===== src/rtl/pirl_pkg.sv =====
// shared types and constants of the per-id message rate limiter
package pirl_pkg;

  localparam int unsigned MsgIdW = 8;
  localparam int unsigned TimeW  = 16;
  localparam int unsigned GapW   = 17;
  localparam int unsigned CfgIdxW = 1;

  localparam logic [GapW-1:0] GapReset = 17'd1000;

  typedef enum logic [CfgIdxW-1:0] {
    CFG_LIMIT_ENABLED = 1'b0,
    CFG_MIN_GAP_MS    = 1'b1
  } cfg_idx_e;

  // one request word
  typedef struct packed {
    logic [MsgIdW-1:0] msg_id;
    logic              caller_streaming;
    logic              type_is_streaming;
    logic              paused;
    logic [TimeW-1:0]  now_ms;
    logic [TimeW-1:0]  sched_tick;
  } req_t;

  // one per-id table entry
  typedef struct packed {
    logic [TimeW-1:0] last_send_time;
    logic [TimeW-1:0] last_decision_tick;
    logic             last_decision;
    logic             known_non_streaming;
    logic             ever_sent;
  } entry_t;

  // outcome of one decision
  typedef struct packed {
    logic   allow;
    logic   wr_en;
    entry_t entry;
  } dec_t;

endpackage


===== src/rtl/pirl_decide.sv =====
// decision logic: next table entry and allow bit from the current entry and request
module pirl_decide (
  input  pirl_pkg::req_t                req_i,
  input  pirl_pkg::entry_t              entry_i,
  input  logic                          limit_enabled_i,
  input  logic [pirl_pkg::GapW-1:0]     min_gap_ms_i,
  output pirl_pkg::dec_t                dec_o
);

  logic [pirl_pkg::TimeW-1:0] delta;
  logic                       gap_ok;

  assign delta  = req_i.now_ms - entry_i.last_send_time;
  assign gap_ok = {1'b0, delta} >= min_gap_ms_i;

  always_comb begin
    dec_o       = '0;
    dec_o.entry = entry_i;
    if (!limit_enabled_i && !req_i.paused) begin
      dec_o.allow = 1'b1;
    end else if (!entry_i.ever_sent && !req_i.caller_streaming &&
                 (entry_i.known_non_streaming || !req_i.type_is_streaming)) begin
      dec_o.allow                     = 1'b1;
      dec_o.wr_en                     = 1'b1;
      dec_o.entry.known_non_streaming = 1'b1;
    end else if (req_i.sched_tick == entry_i.last_decision_tick) begin
      // repeat within the tick reuses the stored decision
      dec_o.allow = entry_i.last_decision;
    end else begin
      dec_o.wr_en                    = 1'b1;
      dec_o.entry.last_decision_tick = req_i.sched_tick;
      dec_o.allow                    = !req_i.paused && gap_ok;
      dec_o.entry.last_decision      = dec_o.allow;
      if (dec_o.allow) begin
        dec_o.entry.last_send_time = req_i.now_ms;
        dec_o.entry.ever_sent      = 1'b1;
      end
    end
  end

endmodule


===== config.mk =====
export PLATFORM = sky130hd
export DESIGN_NAME = pirl_decide
export DESIGN_NICKNAME = d
export VERILOG_FILES = /design/src/rtl/pirl_pkg.sv /design/src/rtl/pirl_decide.sv
export SDC_FILE = /design/constraint.sdc
export NUM_CORES = 1
export LEC_CHECK = 0
export BUFFER_PORTS_ARGS = -buffer_cell sky130_fd_sc_hd__buf_2
export CAP_MARGIN = 20
export CELL_PAD_IN_SITES_DETAIL_PLACEMENT = 0
export CELL_PAD_IN_SITES_GLOBAL_PLACEMENT = 1
export CORE_ASPECT_RATIO = 0.6
export CORE_MARGIN = 1
export CORE_UTILIZATION = 31
export DETAILED_ROUTE_END_ITERATION = 7
export PLACE_DENSITY = 0.94
export SETUP_SLACK_MARGIN = 0.15
export SLEW_MARGIN = 20
export SYNTH_ARGS = -nofsm -noshare
export SYNTH_HDL_FRONTEND = slang
export SYNTH_SLANG_ARGS = --single-unit

===== constraint.sdc =====
create_clock -name vclk -period 7.1
set_input_delay 0.71 -clock vclk [all_inputs]
set_output_delay 0.71 -clock vclk [all_outputs]
set_load 0.01 [all_outputs]

# Word level (Yosys, flattened, before mapping)
# Index checks and enable logic that the tools add are counted.
# Widths: inputs -> output; s select.
[word_totals]
register_bits = 0
in_bits = 96
out_inout_bits = 37
[classes]
n_addsub = 1
magnitude_cmp = 1
n_eq_ne = 1
muxes = 11
reduce_logical = 10
[op_table]
columns = ["operator", "n"]
rows = [
  ["$mux 36", 1],
  ["$mux 34", 1],
  ["$mux 33", 1],
  ["$ge 16x17->1", 1],
  ["$eq 16x16->1", 1],
  ["$mux 16", 1],
  ["$sub 16x16->16", 1],
  ["$mux 1", 6],
  ["$logic_not 1->1", 5],
  ["$logic_and 1x1->1", 4],
  ["$mux 2", 1],
  ["$logic_or 1x1->1", 1],
]

# Logic depth before layout (Yosys ltp)
[depth]
ltp_word = 7
mapped_depth = 18
ltp_nobuf = 16

# Least setup slack after synthesis
# No wires, ideal clock.
[synth_path]
path_kind = "input -> output"
from = "in req_i[16] (netlist name)"
to = "out dec_o[28] (netlist name)"
arrival_time_ns = 3.743
required_ns = 6.390
path_slack_ns = 2.647
cell_stages = 16
cell_sequence = "inv_1 ha_1 fa_1 nor2b_1 o2111ai_1 nand3_1 a221oi_1 or4_1 nand3_1 ha_1 nand4_1 a2111oi_2 o21bai_2 buf_6 buf_12 mux2_4"
[synth_rtl]
columns = ["element", "line_no", "rtl"]
rows = [
  ["from (decl)", "pirl_decide.sv:3", "input pirl_pkg::req_t req_i,"],
  ["to (decl)", "pirl_decide.sv:7", "output pirl_pkg::dec_t dec_o"],
]

==> metrics.md <==
| Metric | Value |
|---|---|
| Outcome | `complete, no violations` |
| Setup bufs post-CTS | `0` |
| Final HPWL DP | `4668 um` |
| CP Launch Type | `primary input` |
| RePlAce Congestion | `0.7831` |
| Dominant cell type by area after synthesis | `ha_1` |
| Layout filler cell count | `608` |
| Max VDD drop | `0.03680 mV` |
| Finished Layout Cells | `446` |
| Synth Area per Inst | `7.692 sq um` |
| First-pass GRT wire length | `8404 um` |
| Compound-cell area share of the yosys netlist | `17.00%` |
| Register area | `0 sq um` |
| Placed cell area | `2562 sq um` |
| Post-layout net count | `496` |
| Synth Instances | `244` |
| Via count | `about 2100` |
| Syn Nets | `372` |
| Largest family of logic cells by synthesized area | `adder cells` |
| Final Setup Violations | `0` |
| Worst Hold Class | `in2out` |
| Die X | `102.5 um` |
| Area of the multi-input gates | `about 1700 sq um` |
| Lkg Pwr | `roughly 1.4 nW` |
| Share of layout cells above drive strength 1 | `43.72%` |
| PwrDens | `87.15 nW/um^2` |
| Synth cell types | `just over 40` |
| Worst slew margin | `between 40% and 50%` |
| Crit-path leading delay family | `compound AO/OA/AOI/OAI gates` |
| Crit path buffers/inverters | `4` |
| RSZ-0062 raised after global routing | `false` |
| Yosys warnings | `0` |
| Vias/cell | `4.762` |
| Crit path depth | `19` |
| Worst stage delay on the critical path | `0.59 ns` |
| Post-Synth Adder-Cell Area | `21.73%` |
| Post-route design area | `2562 sq um` |
| Slew @ Worst Pin | `0.7538 ns` |
| Setup TNS | `0 ns` |
| Largest net degree at the start of global routing | `19` |
| Number of global-route vias before repair | `1963` |
| MaxCap Viol Count | `0` |
| Highest Clock Rate | `182.3 MHz` |
| # diodes | `0` |
| Commonest non-fill, non-tap cell in the layout | `buf_2` |
| Fin crit share | `~77%` |
| Top post-synthesis cells by area | `ha_1, mux2_2, xnor2_1` |
| Worst Path Arrival | `4.77 ns` |
| Port bufs | `125` |
| I/O pin cnt | `133` |
| Die area | `6380 sq um` |
| Std cell rows | `21` |
| Post-Route WL | `5220 um` |
| WS Path Type | `in2out` |
| Routed WL per cell | `11.70 um` |
| Sequential cell count | `0` |
| Dpl cells | `446` |
| Share of the synthesized area in the top cell type | `20.67%` |
| Multiplexer share of the synthesized area | `between 20% and 30%` |
| Global route overflow | `0` |
| Hold Fails Final Rpt | `0` |
| Max FO, Critical Path | `11` |
| Initial core utilization | `about a third` |
| Synth Area in Simple Gates | `17.93%` |
| Final antenna-violating net count | `0` |
| CTS resizes | `0` |
| Core Footprint | `between 5000 and 6000 sq um` |
| DRT iter0 DRCs | `40` |
| Initial antenna violation count | `0` |
| Mapped Area | `about 1900 sq um` |
| Final min period | `between 5 and 6 ns` |
| Data required time of the critical path | `6.39 ns` |
| Clock buf count | `0` |
| Setup crit end | `dec_o[26]` |
| Most frequent cells in the layout | `buf_2, inv_1, ha_1, mux2_2, xnor2_1` |
| Layout area overhead | `36.53%` |
| Register area share after synthesis | `0%` |
| CP Cell Sequence | `buf_2 > inv_1 > ha_1 > fa_1 > nor2b_1 > o2111ai_1 > nand3_1 > a221oi_1 > o21ai_0 > xor2_1 > ha_1 > nand2_1 > nor2_1 > a211oi_1 > o32ai_1 > o21bai_2 > buf_4 > mux2_2 > buf_2` |
| Critical Path Sink Type | `primary output` |
| Post-Synth XOR/XNOR Area | `13.07%` |
| Die height | `62.27 um` |
| Hold-fix buffers, CTS | `0` |
| Slew Viols, Final | `0` |
| Highest-delay cell along the critical path | `o21bai_2` |
| Critical path origin | `req_i[16]` |
| DR pass1 iterations | `4` |
| DR DRC count | `0` |
| GRT Util Overall | `15.87%` |
==> how the worst min path moves through the flow <==
| stage | to | slack, ns | start | cells after the start |
|---|---|---|---|---|
| 2_1_floorplan | dec_o[2] | 1.54 | entry_i[2] | 2 |
| 3_3_place_gp | dec_o[0] | 1.71 | entry_i[0] | 3 |
| 3_5_place_dp | dec_o[0] | 1.71 | entry_i[0] | 3 |
| 4_1_cts | dec_o[0] | 1.71 | entry_i[0] | 3 |
| 5_1_grt | dec_o[0] | 1.73 | entry_i[0] | 3 |
| 6_report | dec_o[0] | 1.71 | entry_i[0] | 3 |
==> report_power, final <==
group	switching [mW]	internal [mW]	total, mW
combinational	0.113	0.110	0.223
clock	0	0	0
sequential	0	0	0
==> synth_stat cells <==
cell type  count
o21bai_2       1
nor2b_1        4
nand2_1       12
ha_1          31
nor3_1         6
a211oi_1       3
and3_1         2
mux2_2        24
a21oi_1       11
o2111ai_1      2
a21boi_0       1
or4_1          1
o21a_1         3
a2111o_1       1
inv_1         36
buf_12         1
fa_1           1
xnor2_1       23
mux2i_1        1
xor2_1         5
a2111oi_2      1
a31oi_1        2
o32ai_1        1
a2111oi_0      1
o21bai_1       2
a21o_1         3
o211ai_1       1
o21ai_0       11
nand3_1        4
buf_2          1
a22oi_1        1
buf_6          2
a221oi_1       1
mux2_4         7
o311a_1        1
nor2_1        16
nand4_1       10
nor4_2         1
nand3b_1       2
nor4b_1        1
nand2b_1       6
==> kinds of logic after synthesis <==
group           Yosys count
xor+xnor                 28
compound gates           47
simple gates             65
fa+ha+maj                32
mux                      32
buf+inv                  40
==> layout make-up <==
cell class,instances,area share [%]
well taps,80,3.906
repair buffers,126,24.71
multi-input cells,204,66.11
inverters,36,5.273
==> through the flow <==
| step | setup WS [ns] | hold WS, ns | util, % | power, mW |
|---|---|---|---|---|
| final | 1.616 | 1.709 | 44.94 | 0.2233 |
| after global routing | 1.251 | 1.731 | 44.94 | 0.2493 |
| after CTS | 1.554 | 1.711 | 44.94 | 0.2231 |
| after detailed placement | 1.574 | 1.708 | 44.94 | 0.2218 |
| after global placement | 1.581 | 1.710 | 44.94 | 0.2165 |
| after floorplan | 2.647 | 1.535 | - | 0.1508 |
==> routing by layer <==
layer,GRT usage (%),part of all wire [%]
met5,0,0
met1,22.28,50
met4,0.7143,0.40
met3,0.7883,7.2
met2,27.75,43
Note: power is estimated with default switching activity, not from simulation.
